**config.mk**
```make
export PLATFORM = sky130hd
export DESIGN_NAME = randomized_set_swap_remove
export DESIGN_NICKNAME = d
export VERILOG_FILES = /design/src/hw/rtl/rssr_pkg.sv /design/src/hw/rtl/rssr_ram.sv /design/src/hw/rtl/rssr_mod.sv /design/src/hw/rtl/randomized_set_swap_remove.sv
export VERILOG_INCLUDE_DIRS = /design/src /design/src/hw/rtl
export SDC_FILE = /design/constraint.sdc
export NUM_CORES = 2
export LEC_CHECK = 0
export BUFFER_PORTS_ARGS = -buffer_cell sky130_fd_sc_hd__buf_2
export CAP_MARGIN = 25
export CORE_ASPECT_RATIO = 0.6
export CORE_UTILIZATION = 55
export CTS_CLUSTER_SIZE = 14
export DETAILED_ROUTE_END_ITERATION = 7
export GPL_TIMING_DRIVEN = 0
export PLACE_DENSITY = 0.71
export SYNTH_ARGS = -nofsm -noshare
export SYNTH_HDL_FRONTEND = slang
export SYNTH_SLANG_ARGS = --single-unit
```
**constraint.sdc**
```tcl
create_clock -name clk -period 9.1 [get_ports clk]
set_clock_uncertainty 0.1 [all_clocks]
set_input_delay 0.91 -clock clk [delete_from_list [all_inputs] [get_ports clk]]
set_output_delay 0.91 -clock clk [all_outputs]
set_load 0.02 [all_outputs]
```
**src/hw/rtl/randomized_set_swap_remove_defines.svh**
```systemverilog
// Assertion macros shared by the randomized set block.
// Depends on nothing; included by the top level only.
`ifndef RANDOMIZED_SET_SWAP_REMOVE_DEFINES_SVH
`define RANDOMIZED_SET_SWAP_REMOVE_DEFINES_SVH

// The consequent must hold in the same cycle as the antecedent.
`define RSSR_ASSERT_NOW(label, clk, rst_n, ante, cons, msg) \
    label: assert property (@(posedge clk) disable iff (!rst_n) (ante) |-> (cons)) \
        else $error(msg);

// The consequent must hold in the cycle after the antecedent.
`define RSSR_ASSERT_NEXT(label, clk, rst_n, ante, cons, msg) \
    label: assert property (@(posedge clk) disable iff (!rst_n) (ante) |=> (cons)) \
        else $error(msg);

`endif

```
**src/hw/rtl/rssr_pkg.sv**
```systemverilog
// Package for the randomized set block: field widths, operation and status codes.
// Depends on nothing; imported by rssr_mod and the top level.
package rssr_pkg;

    localparam int OP_W        = 2;
    localparam int VALUE_W     = 32;
    localparam int DRAW_W      = 32;
    localparam int STATUS_W    = 3;
    localparam int COUNT_OUT_W = 7;

    typedef logic [OP_W-1:0]     op_t;
    typedef logic [STATUS_W-1:0] status_t;

    localparam op_t OP_INSERT = 2'd0;
    localparam op_t OP_REMOVE = 2'd1;
    localparam op_t OP_RANDOM = 2'd2;

    localparam status_t STAT_OK        = 3'd0;
    localparam status_t STAT_PRESENT   = 3'd1;
    localparam status_t STAT_NOT_FOUND = 3'd2;
    localparam status_t STAT_FULL      = 3'd3;
    localparam status_t STAT_EMPTY     = 3'd4;

    localparam logic [VALUE_W-1:0] EMPTY_MARK = 32'h7fff_ffff;

endpackage

```
**src/hw/rtl/rssr_ram.sv**
```systemverilog
// Generic single-write, single-read RAM with a registered read port.
// Depends on nothing.
module rssr_ram #(
    parameter int WIDTH = 32,
    parameter int DEPTH = 64
) (
    input  logic                     clk,
    input  logic                     wr_en,
    input  logic [$clog2(DEPTH)-1:0] wr_addr,
    input  logic [WIDTH-1:0]         wr_data,
    input  logic                     rd_en,
    input  logic [$clog2(DEPTH)-1:0] rd_addr,
    output logic [WIDTH-1:0]         rd_data
);

    logic [WIDTH-1:0] mem [DEPTH];

    always_ff @(posedge clk)
    begin
        if (wr_en)
        begin
            mem[wr_addr] <= wr_data;
        end
        if (rd_en)
        begin
            rd_data <= mem[rd_addr];
        end
    end

endmodule

```
**src/hw/rtl/rssr_mod.sv**
```systemverilog
// Bit-serial restoring remainder unit: one dividend bit per cycle.
// Depends on rssr_pkg.
module rssr_mod #(
    parameter int DIV_W = 7
) (
    input  logic                         clk,
    input  logic                         rst_n,
    input  logic                         start,
    input  logic [rssr_pkg::DRAW_W-1:0]  dividend,
    input  logic [DIV_W-1:0]             divisor,
    output logic                         done,
    output logic [DIV_W-1:0]             remainder
);
    import rssr_pkg::*;

    localparam int CNT_W = $clog2(DRAW_W);
    localparam logic [CNT_W-1:0] LAST_STEP = CNT_W'(DRAW_W - 1);

    logic                busy_reg, busy_next;
    logic                done_reg, done_next;
    logic [CNT_W-1:0]    cnt_reg, cnt_next;
    logic [DRAW_W-1:0]   dvd_reg, dvd_next;
    logic [DIV_W-1:0]    div_reg, div_next;
    logic [DIV_W-1:0]    rem_reg, rem_next;
    logic [DIV_W:0]      trial;

    // Bring down the next dividend bit and subtract the divisor when it fits.
    assign trial = {rem_reg, dvd_reg[DRAW_W-1]};

    always_comb
    begin
        busy_next = busy_reg;
        done_next = 1'b0;
        cnt_next  = cnt_reg;
        dvd_next  = dvd_reg;
        div_next  = div_reg;
        rem_next  = rem_reg;
        if (start)
        begin
            busy_next = 1'b1;
            cnt_next  = '0;
            dvd_next  = dividend;
            div_next  = divisor;
            rem_next  = '0;
        end
        else if (busy_reg)
        begin
            if (trial >= {1'b0, div_reg})
            begin
                rem_next = DIV_W'(trial - {1'b0, div_reg});
            end
            else
            begin
                rem_next = trial[DIV_W-1:0];
            end
            dvd_next = {dvd_reg[DRAW_W-2:0], 1'b0};
            cnt_next = cnt_reg + CNT_W'(1);
            if (cnt_reg == LAST_STEP)
            begin
                busy_next = 1'b0;
                done_next = 1'b1;
            end
        end
    end

    always_ff @(posedge clk or negedge rst_n)
    begin
        if (!rst_n)
        begin
            busy_reg <= 1'b0;
            done_reg <= 1'b0;
            cnt_reg  <= '0;
        end
        else
        begin
            busy_reg <= busy_next;
            done_reg <= done_next;
            cnt_reg  <= cnt_next;
        end
    end

    always_ff @(posedge clk)
    begin
        dvd_reg <= dvd_next;
        div_reg <= div_next;
        rem_reg <= rem_next;
    end

    assign done      = done_reg;
    assign remainder = rem_reg;

endmodule

```
**src/hw/rtl/randomized_set_swap_remove.sv**
```systemverilog
// Randomized set: a densely packed store of distinct 32-bit values with a count.
// Depends on rssr_pkg, rssr_ram, rssr_mod and randomized_set_swap_remove_defines.svh.
//
// Usage. A request word (op, item_value, random_draw) is taken on the input
// channel when in_valid and in_ready are both high; exactly one result word
// (success, status, element, element_count) leaves on the output channel for
// every request, in order. The block holds one request at a time: in_ready is
// low from acceptance until the result has been placed in the output register.
// Insert and remove search the occupied slots one per cycle through the
// single read port of the slot RAM; a successful remove then fetches the last
// element and moves it into the freed slot. Get-random runs the bit-serial
// remainder unit, then reads the chosen slot. An unused opcode goes straight
// to the finish state.
// Reset clears the count and all control state; the slot RAM is not cleared,
// as slots at or beyond the count are never read. If the receiver stalls, the
// finished word waits in the output register while the next request is taken
// and worked on; that request then waits for the register to free up.
module randomized_set_swap_remove #(
    parameter int CAPACITY = 64
) (
    input  logic                                clk,
    input  logic                                rst_n,
    input  logic                                in_valid,
    output logic                                in_ready,
    input  logic [rssr_pkg::OP_W-1:0]           op,
    input  logic signed [rssr_pkg::VALUE_W-1:0] item_value,
    input  logic [rssr_pkg::DRAW_W-1:0]         random_draw,
    output logic                                out_valid,
    input  logic                                out_ready,
    output logic                                success,
    output logic [rssr_pkg::STATUS_W-1:0]       status,
    output logic signed [rssr_pkg::VALUE_W-1:0] element,
    output logic [rssr_pkg::COUNT_OUT_W-1:0]    element_count
);
    import rssr_pkg::*;

`include "randomized_set_swap_remove_defines.svh"

    // AW indexes a slot; CW also holds the count when the store is full.
    localparam int AW = $clog2(CAPACITY);
    localparam int CW = $clog2(CAPACITY + 1);
    localparam logic [CW-1:0] CAP_C = CW'(CAPACITY);

    typedef enum logic [7:0] {
        S_IDLE     = 8'b0000_0001,
        S_SEARCH   = 8'b0000_0010,
        S_RD_LAST  = 8'b0000_0100,
        S_WR_LAST  = 8'b0000_1000,
        S_MOD      = 8'b0001_0000,
        S_RD_RAND  = 8'b0010_0000,
        S_GET_DATA = 8'b0100_0000,
        S_FINISH   = 8'b1000_0000
    } state_t;

    state_t              state_reg, state_next;
    op_t                 op_reg, op_next;
    logic [VALUE_W-1:0]  value_reg, value_next;
    logic [CW-1:0]       count_reg, count_next;
    logic [CW-1:0]       scan_reg, scan_next;
    logic                cmp_vld_reg, cmp_vld_next;
    logic [AW-1:0]       cmp_idx_reg, cmp_idx_next;
    logic [AW-1:0]       pos_reg, pos_next;
    logic                ok_reg, ok_next;
    status_t             stat_reg, stat_next;
    logic [VALUE_W-1:0]  elem_reg, elem_next;

    logic                out_valid_reg, out_valid_next;
    logic                out_ok_reg, out_ok_next;
    status_t             out_stat_reg, out_stat_next;
    logic [VALUE_W-1:0]  out_elem_reg, out_elem_next;
    logic [COUNT_OUT_W-1:0] out_count_reg, out_count_next;

    logic                ram_wr_en, ram_rd_en;
    logic [AW-1:0]       ram_wr_addr, ram_rd_addr;
    logic [VALUE_W-1:0]  ram_wr_data, ram_rd_data;

    logic                mod_start, mod_done;
    logic [CW-1:0]       mod_rem;

    logic [CW-1:0]       last_slot;
    logic                hit;

    rssr_ram #(
        .WIDTH (VALUE_W),
        .DEPTH (CAPACITY)
    ) u_slots (
        .clk     (clk),
        .wr_en   (ram_wr_en),
        .wr_addr (ram_wr_addr),
        .wr_data (ram_wr_data),
        .rd_en   (ram_rd_en),
        .rd_addr (ram_rd_addr),
        .rd_data (ram_rd_data)
    );

    // The divisor is the count, which is never zero when get-random starts.
    rssr_mod #(
        .DIV_W (CW)
    ) u_mod (
        .clk       (clk),
        .rst_n     (rst_n),
        .start     (mod_start),
        .dividend  (random_draw),
        .divisor   (count_reg),
        .done      (mod_done),
        .remainder (mod_rem)
    );

    assign in_ready  = (state_reg == S_IDLE);
    assign last_slot = count_reg - CW'(1);

    // The read issued last cycle has returned; compare it with the key.
    assign hit = cmp_vld_reg && (ram_rd_data == value_reg);

    always_comb
    begin
        state_next     = state_reg;
        op_next        = op_reg;
        value_next     = value_reg;
        count_next     = count_reg;
        scan_next      = scan_reg;
        cmp_vld_next   = cmp_vld_reg;
        cmp_idx_next   = cmp_idx_reg;
        pos_next       = pos_reg;
        ok_next        = ok_reg;
        stat_next      = stat_reg;
        elem_next      = elem_reg;
        out_valid_next = out_valid_reg && !out_ready;
        out_ok_next    = out_ok_reg;
        out_stat_next  = out_stat_reg;
        out_elem_next  = out_elem_reg;
        out_count_next = out_count_reg;
        ram_wr_en      = 1'b0;
        ram_wr_addr    = count_reg[AW-1:0];
        ram_wr_data    = value_reg;
        ram_rd_en      = 1'b0;
        ram_rd_addr    = scan_reg[AW-1:0];
        mod_start      = 1'b0;

        unique case (state_reg)
            S_IDLE:
            begin
                if (in_valid)
                begin
                    op_next      = op;
                    value_next   = item_value;
                    ok_next      = 1'b0;
                    stat_next    = STAT_OK;
                    elem_next    = '0;
                    scan_next    = '0;
                    cmp_vld_next = 1'b0;
                    priority if (op == OP_INSERT || op == OP_REMOVE)
                    begin
                        state_next = S_SEARCH;
                    end
                    else if (op == OP_RANDOM)
                    begin
                        if (count_reg == '0)
                        begin
                            stat_next  = STAT_EMPTY;
                            elem_next  = EMPTY_MARK;
                            state_next = S_FINISH;
                        end
                        else
                        begin
                            mod_start  = 1'b1;
                            state_next = S_MOD;
                        end
                    end
                    else
                    begin
                        // The unused opcode changes nothing and reports zero success, status and element.
                        state_next = S_FINISH;
                    end
                end
            end

            S_SEARCH:
            begin
                if (hit)
                begin
                    cmp_vld_next = 1'b0;
                    if (op_reg == OP_INSERT)
                    begin
                        stat_next  = STAT_PRESENT;
                        state_next = S_FINISH;
                    end
                    else
                    begin
                        pos_next   = cmp_idx_reg;
                        state_next = S_RD_LAST;
                    end
                end
                else if (scan_reg < count_reg)
                begin
                    ram_rd_en    = 1'b1;
                    ram_rd_addr  = scan_reg[AW-1:0];
                    cmp_vld_next = 1'b1;
                    cmp_idx_next = scan_reg[AW-1:0];
                    scan_next    = scan_reg + CW'(1);
                end
                else if (cmp_vld_reg)
                begin
                    // Last compare missed; conclude next cycle.
                    cmp_vld_next = 1'b0;
                end
                else
                begin
                    state_next = S_FINISH;
                    if (op_reg == OP_INSERT)
                    begin
                        if (count_reg >= CAP_C)
                        begin
                            stat_next = STAT_FULL;
                        end
                        else
                        begin
                            ram_wr_en   = 1'b1;
                            ram_wr_addr = count_reg[AW-1:0];
                            ram_wr_data = value_reg;
                            count_next  = count_reg + CW'(1);
                            ok_next     = 1'b1;
                        end
                    end
                    else
                    begin
                        stat_next = STAT_NOT_FOUND;
                    end
                end
            end

            S_RD_LAST:
            begin
                ram_rd_en   = 1'b1;
                ram_rd_addr = last_slot[AW-1:0];
                state_next  = S_WR_LAST;
            end

            S_WR_LAST:
            begin
                // Move the last element into the freed slot and shrink the set.
                ram_wr_en   = 1'b1;
                ram_wr_addr = pos_reg;
                ram_wr_data = ram_rd_data;
                count_next  = last_slot;
                ok_next     = 1'b1;
                state_next  = S_FINISH;
            end

            S_MOD:
            begin
                if (mod_done)
                begin
                    state_next = S_RD_RAND;
                end
            end

            S_RD_RAND:
            begin
                ram_rd_en   = 1'b1;
                ram_rd_addr = mod_rem[AW-1:0];
                state_next  = S_GET_DATA;
            end

            S_GET_DATA:
            begin
                elem_next  = ram_rd_data;
                ok_next    = 1'b1;
                state_next = S_FINISH;
            end

            S_FINISH:
            begin
                if (!out_valid_reg || out_ready)
                begin
                    out_valid_next = 1'b1;
                    out_ok_next    = ok_reg;
                    out_stat_next  = stat_reg;
                    out_elem_next  = elem_reg;
                    out_count_next = COUNT_OUT_W'(count_reg);
                    state_next     = S_IDLE;
                end
            end

            default:
            begin
                state_next = S_IDLE;
            end
        endcase
    end

    always_ff @(posedge clk or negedge rst_n)
    begin
        if (!rst_n)
        begin
            state_reg     <= S_IDLE;
            count_reg     <= '0;
            cmp_vld_reg   <= 1'b0;
            out_valid_reg <= 1'b0;
        end
        else
        begin
            state_reg     <= state_next;
            count_reg     <= count_next;
            cmp_vld_reg   <= cmp_vld_next;
            out_valid_reg <= out_valid_next;
        end
    end

    always_ff @(posedge clk)
    begin
        op_reg        <= op_next;
        value_reg     <= value_next;
        scan_reg      <= scan_next;
        cmp_idx_reg   <= cmp_idx_next;
        pos_reg       <= pos_next;
        ok_reg        <= ok_next;
        stat_reg      <= stat_next;
        elem_reg      <= elem_next;
        out_ok_reg    <= out_ok_next;
        out_stat_reg  <= out_stat_next;
        out_elem_reg  <= out_elem_next;
        out_count_reg <= out_count_next;
    end

    assign out_valid     = out_valid_reg;
    assign success       = out_ok_reg;
    assign status        = out_stat_reg;
    assign element       = out_elem_reg;
    assign element_count = out_count_reg;

    // The count never grows past the store size.
    `RSSR_ASSERT_NOW(a_count_bound, clk, rst_n, 1'b1, count_reg <= CAP_C, "count above capacity")

    // The count moves by at most one per cycle.
    `RSSR_ASSERT_NEXT(a_count_step, clk, rst_n, 1'b1,
        count_reg == $past(count_reg) || count_reg == $past(count_reg) + CW'(1) ||
        count_reg == $past(count_reg) - CW'(1), "count jumped")

    // The remainder unit finishes only while the sequencer waits for it.
    `RSSR_ASSERT_NOW(a_mod_done_state, clk, rst_n, mod_done, state_reg == S_MOD,
        "remainder finished outside its wait state")

    // A request taken closes the input until its result is produced.
    `RSSR_ASSERT_NEXT(a_one_in_flight, clk, rst_n, in_valid && in_ready, !in_ready,
        "second request taken while one is in flight")

endmodule
```
-- Word-level counts from Yosys, hierarchy flattened
Memory sizes are Yosys's and may differ from the RTL's. A register that Yosys moved wholly into a read port is not among the register bits.
Cells that the tools add are included.
W data, S select, Z words.
- reduce and logical (&&, ||, !) cells: 27
- multiplexer cells: 77
- bitwise operators: 2
- eq/ne operators: 25
- $lt $le $gt $ge: 3
- add/subtract/negate cells: 5
- operators by type and width (operator ; number):
    $mux W32 ; 4
    $mux W31 ; 3
    $mux W8 ; 10
    $pmux W32 S2 ; 1
    $mux W7 ; 9
    $pmux W8 S7 ; 1
    $eq A32 B32 Y1 ; 1
    $mux W3 ; 10
    $mux W1 ; 28
    $pmux W7 S2 ; 2
    $ne A2 B2 Y1 const B ; 8
    $add A7 B1 Y7 const B ; 2
    $pmux W6 S2 ; 1
    $reduce_and A6 Y1 ; 2
    $mux W5 ; 2
    $ne A3 B3 Y1 const B ; 3
    $eq A8 B1 Y1 const B ; 1
    $eq A8 B2 Y1 const B ; 1
    $eq A8 B3 Y1 const B ; 1
    $eq A8 B4 Y1 const B ; 1
    $eq A8 B5 Y1 const B ; 1
    $eq A8 B6 Y1 const B ; 1
    $eq A8 B7 Y1 const B ; 1
    $eq A8 B8 Y1 const B ; 1
    other kinds (29) ; 44
- memories: 1
- register bits: 202
- input port bits: 70
- word-level logic and storage cells: 162
- memory bits (writable): 2048
- memory list (name ; depth ; width ; rd ports ; clocked after memory_dff ; wr ports ; RTL line ; RTL):
    u_slots.mem ; 64 ; 32 ; 1 ; 1 ; 1 ; rssr_ram.sv:16 ; logic [WIDTH-1:0] mem [DEPTH];

-- Longest topological paths before layout
- depth in word-level cells: 9
- gate-level depth with buffers: 15
- depth with buffers taken out: 11

-- Cells and area by module
From an unflattened synthesis, not the netlist that was laid out.
- cells, all modules: 4219
- area total of the unflattened synthesis: 88585.0 um^2
- modules (own cells, without submodules) (module ; cells an instance ; times used ; area an instance (um^2)):
    rssr_ram ; 3511 ; 1 ; 79359.9
    randomized_set_swap_remove ; 507 ; 1 ; 6597.6
    rssr_mod ; 201 ; 1 ; 2627.5

-- Least setup slack after synthesis
No wires, ideal clock.
- kind: register to register
- start point: register state_reg[3]
- end point: memory u_slots.mem[46][0] (enable)
- required time: 8579 ps
- slack: 4843 ps
- arrival time: 3736 ps
- buffers on the path: 1
- cell stages (with the launch flop): 9
- setup time: 421 ps
- cell sequence: dfrtp_1 -> nor2_1 -> buf_2 -> nand3_1 -> or3b_1 -> or4_1 -> nor3_1 -> o21ai_1 -> nor2_1
- cells in the longest elaborated chain, start to end: 4
- elaborated cells between the ends (all ways): 6
- RTL lines (item ; RTL line ; RTL):
    start, declared ; randomized_set_swap_remove.sv:55 ; state_t state_reg, state_next;
    start signal, assigned ; randomized_set_swap_remove.sv:303 ; state_reg <= state_next;
    $eq A8 B4 Y1 / $eq A8 B2 Y1 (equally long branches) ; randomized_set_swap_remove.sv:140 ; unique case (state_reg)
    $pmux W1 S2 ; randomized_set_swap_remove.sv:140 ;
    $mux W1 ; rssr_ram.sv:20 ; if (wr_en)
    $mux W1 (implied by the code) ; rssr_ram.sv:22 ; mem[wr_addr] <= wr_data;
    end, declared ; rssr_ram.sv:16 ;
Several ways; a longest one is shown, not always the timed one.

-- Worst setup path after layout
- start point: register count_reg[0]
- end point: register u_slots.rd_data[26] (read register of u_slots.mem) (data pin)
- cells in the longest elaborated chain, start to end: 4
- elaborated cells between the ends (all ways): 6
- RTL lines (item ; RTL line ; RTL):
    start, declared ; randomized_set_swap_remove.sv:58 ; logic [CW-1:0] count_reg, count_next;
    start signal, assigned ; randomized_set_swap_remove.sv:304 ; count_reg <= count_next;
    $lt A7 B7 Y1 ; randomized_set_swap_remove.sv:194 ; else if (scan_reg < count_reg)
    $mux W1 ; randomized_set_swap_remove.sv:194 ;
    $mux W1 ; randomized_set_swap_remove.sv:180 ; if (hit)
    $pmux W1 S2 ; randomized_set_swap_remove.sv:140 ;
    end, declared ; rssr_ram.sv:13 ; output logic [WIDTH-1:0] rd_data
Several ways; a longest one is shown, not always the timed one.
A chain may end at the register's enable or synchronous reset.

==> impl_metrics.json <==
{
  "grt_max_degree": 65,
  "finalWorstSetupSlack_ns": 3.11,
  "dp_slack_ns": 3.37,
  "drt_wl_total_um": 286000,
  "nets": 6900,
  "cts_resized": 0,
  "crit_path_end_kind": "flop",
  "finalInstanceArea_um2": 103000,
  "comb_power_share": 0.335,
  "start_kind": "flop",
  "post-cts-setup-buffers": 0,
  "fmax_ghz": 0.167,
  "cts_buffers": 203,
  "p_leak_uw": 0.0355,
  "grt_overflow": 0,
  "final_util": 0.636,
  "grt_first_pass_wirelength_um": 398000,
  "tightest_slew_ns": 1.44,
  "coreArea_um2": 162000,
  "dp_hpwl_um": 199000,
  "peakVddDrop_mv": 0.185,
  "netlist_area_um2": 90100,
  "gp_congestion": 0.994,
  "die_x_um": 525,
  "hp-class": "in -> reg",
  "clkSlewWorstSetupHoldPaths_ns": 0.06,
  "synth-edff-count": 2251,
  "p_seq_frac": 0.408,
  "fin_hold_ws_ns": 0.131,
  "clock_latency_ns": 0.85,
  "yosys-top-cells-area": "edfxtp_1 75%, nand2_1 5.2%, mux2i_1 4.4%",
  "postSynth.asyncResetShare": 0.0105,
  "vias_per_cell": 6.47,
  "cts_tree": "yes",
  "synth_top_area_share": 0.750,
  "slew_violations": 0,
  "cp.arrival_ns": 6.43,
  "syn_to_final_growth_pct": 14.2,
  "drive_gt1_frac": 0.122,
  "post_drt_wl_per_cell_um": 31.4,
  "ant_nets": 0,
  "num_vias": 58800,
  "synthDistinctLibCells": 83,
  "dieHeight_um": 316,
  "synth_top_area_cell": "edfxtp_1",
  "status": "completed",
  "dr.first_iter.drc_count": 10500,
  "cts_sinks": 2282,
  "cp_max_fo": 10,
  "p_int_uw": 19500,
  "clockRootBuffer": "clkbuf_16",
  "drc": 0,
  "grt.total_usage": 0.343,
  "p_per_area_nw_per_um2": 303,
  "finalSetupViolCount": 0,
  "switchingPower_uw": 11700,
  "firstDrtPassIters": 6,
  "maxCapViolations": 0,
  "largest_reg_flops": 2048,
  "dpl_cell_area_um2": 96900,
  "antenna_found_initial": 49,
  "worst-setup-path-type": "reg -> reg",
  "cp.required_ns": 9.53,
  "seq_area_frac_synth": 0.758,
  "clkPwrFrac": 0.257,
  "synth_warnings": 0,
  "synthFlopType": "edfxtp_1",
  "ctsHoldBuffers": 1,
  "period_share": 0.659,
  "clk_path_buf_depth": 4,
  "relSlewSlack": 0.0343,
  "rsz0062_at_grt": "no",
  "regMostFlops": "u_slots.mem",
  "die_area_um2": 166000,
  "floorplan.io_pins": 115,
  "worstHoldPathCells": 1,
  "syn_nets": 6412,
  "power_switching_share": 0.376,
  "ff2ff_path_depth": 14,
  "setup_tns_ns": 0,
  "synth_cells": 6323,
  "ys_ff_latch": 2282,
  "syn-mean-instance-area_um2": 14.3,
  "cts_max_level": 4,
  "start_util": 0.557,
  "rows": 114,
  "hold_viol": 0,
  "grt_pass1_vias": 53700,
  "numPortBuffers": 114,
  "fin_crit_ns": 5.99
}
worst max-delay path, stage by stage (launching register included):
cell      delay, ns
dfrtp_1        0.44
clkbuf_1       0.48
inv_1          0.17
ha_1           0.47
nor2_1         0.08
a32oi_1        0.30
o211ai_2       0.21
buf_8          0.22
nor3_4         0.77
nand2_1        0.74
clkbuf_1       0.45
o22ai_1        0.30
nor4_1         0.15
buf_2          0.27
or4_1          0.52
placed cells by master, fill, tap and decap left out, types with 38 or more instances in the layout:
cell / synthesis / layout
clkbuf_1: 193 / 259
clkbuf_16: 0 / 207
buf_12: 0 / 58
o22ai_1: 96 / 96
nand2_1: 1245 / 1212
nor2_4: 0 / 64
buf_2: 168 / 325
buf_16: 0 / 38
nor2_1: 580 / 516
nor4_1: 165 / 141
a21oi_1: 168 / 168
nand4_1: 291 / 291
nand3_1: 202 / 202
mux2i_1: 398 / 398
edfxtp_1: 2251 / 2251
a22o_1: 93 / 93
worst paths after layout:
check                                      endpoint  slack [ns]      startpoint
worst max-delay path            u_slots.rd_data[26]        3.11    count_reg[0]
worst min-delay path                  value_reg[29]        0.13  item_value[29]
worst max register to register  u_slots.rd_data[26]        3.11    count_reg[0]
worst min register to register              success        0.32          ok_reg
max in group asynchronous              count_reg[4]        7.90           rst_n
min in group asynchronous                 out_valid        0.57           rst_n
metal layers:
metal | part of all wire | vias up | GRT usage
met5 | 0.00048 | - | 0
li1 | - | 24700 | -
met3 | 0.17 | 538 | 0.145
met2 | 0.40 | 4458 | 0.458
met4 | 0.034 | 22 | 0.108
met1 | 0.40 | 29200 | 0.506
cell type report:
type                            instances  area, um2
Antenna cell                           11       27.5
Fill cell                           11500      59000
Inverter                               29        109
Clock buffer                          273       5430
Tap cell                             2146       2690
Timing Repair Buffer                  283       3300
Multi-Input combinational cell       3630      20900
Buffer                                382       1660
Clock inverter                         56        415
Sequential cell                      2282      68300
power groups by stage:
stage / combinational, uW / clock, uW / sequential, uW
2_1_floorplan: 5100 / 0 / 12900
3_3_place_gp: 9280 / 0 / 13100
3_5_place_dp: 9900 / 0 / 12900
4_1_cts: 9940 / 8000 / 12700
5_1_grt: 10700 / 8410 / 12700
6_report: 10500 / 8010 / 12700
Yosys cell counts, types with 18 or more instances:
cell and count:
edfxtp_1 2251, nand2_1 1245, nor2_1 580, mux2i_1 398, nand4_1 291, nand3_1 202, clkbuf_1 193, a21oi_1 168
buf_2 168, nor4_1 165, o22ai_1 96, a22o_1 93, a21o_1 37, and3_1 37, xor2_1 37, or4_1 33
a221oi_1 31, inv_1 28, o21ai_0 27, o21ai_1 26, dfrtp_1 23, ha_1 18
cells by family (layout without fill, tap and decap cells):
logic type,Yosys count,in the layout,synth area share
mux,400,400,0.0445
fa+ha+maj,19,19,0.00272
other cells,0,11,0
simple gates,2617,2617,0.129
compound gates,542,542,0.0405
buf+inv,411,1023,0.0196
flops,2282,2282,0.758
xor+xnor,52,52,0.00505
per-stage QoR:
| step | instances | total power [uW] |
|---|---|---|
| 5_1_grt | 9082 | 31800 |
| 3_5_place_dp | 8736 | 22800 |
| 2_1_floorplan | 6323 | 18000 |
| 3_3_place_gp | 8583 | 22300 |
| 4_1_cts | 9066 | 30600 |
| 6_report | 9092 | 31200 |
No activity file was read; power rests on OpenSTA's default activity.
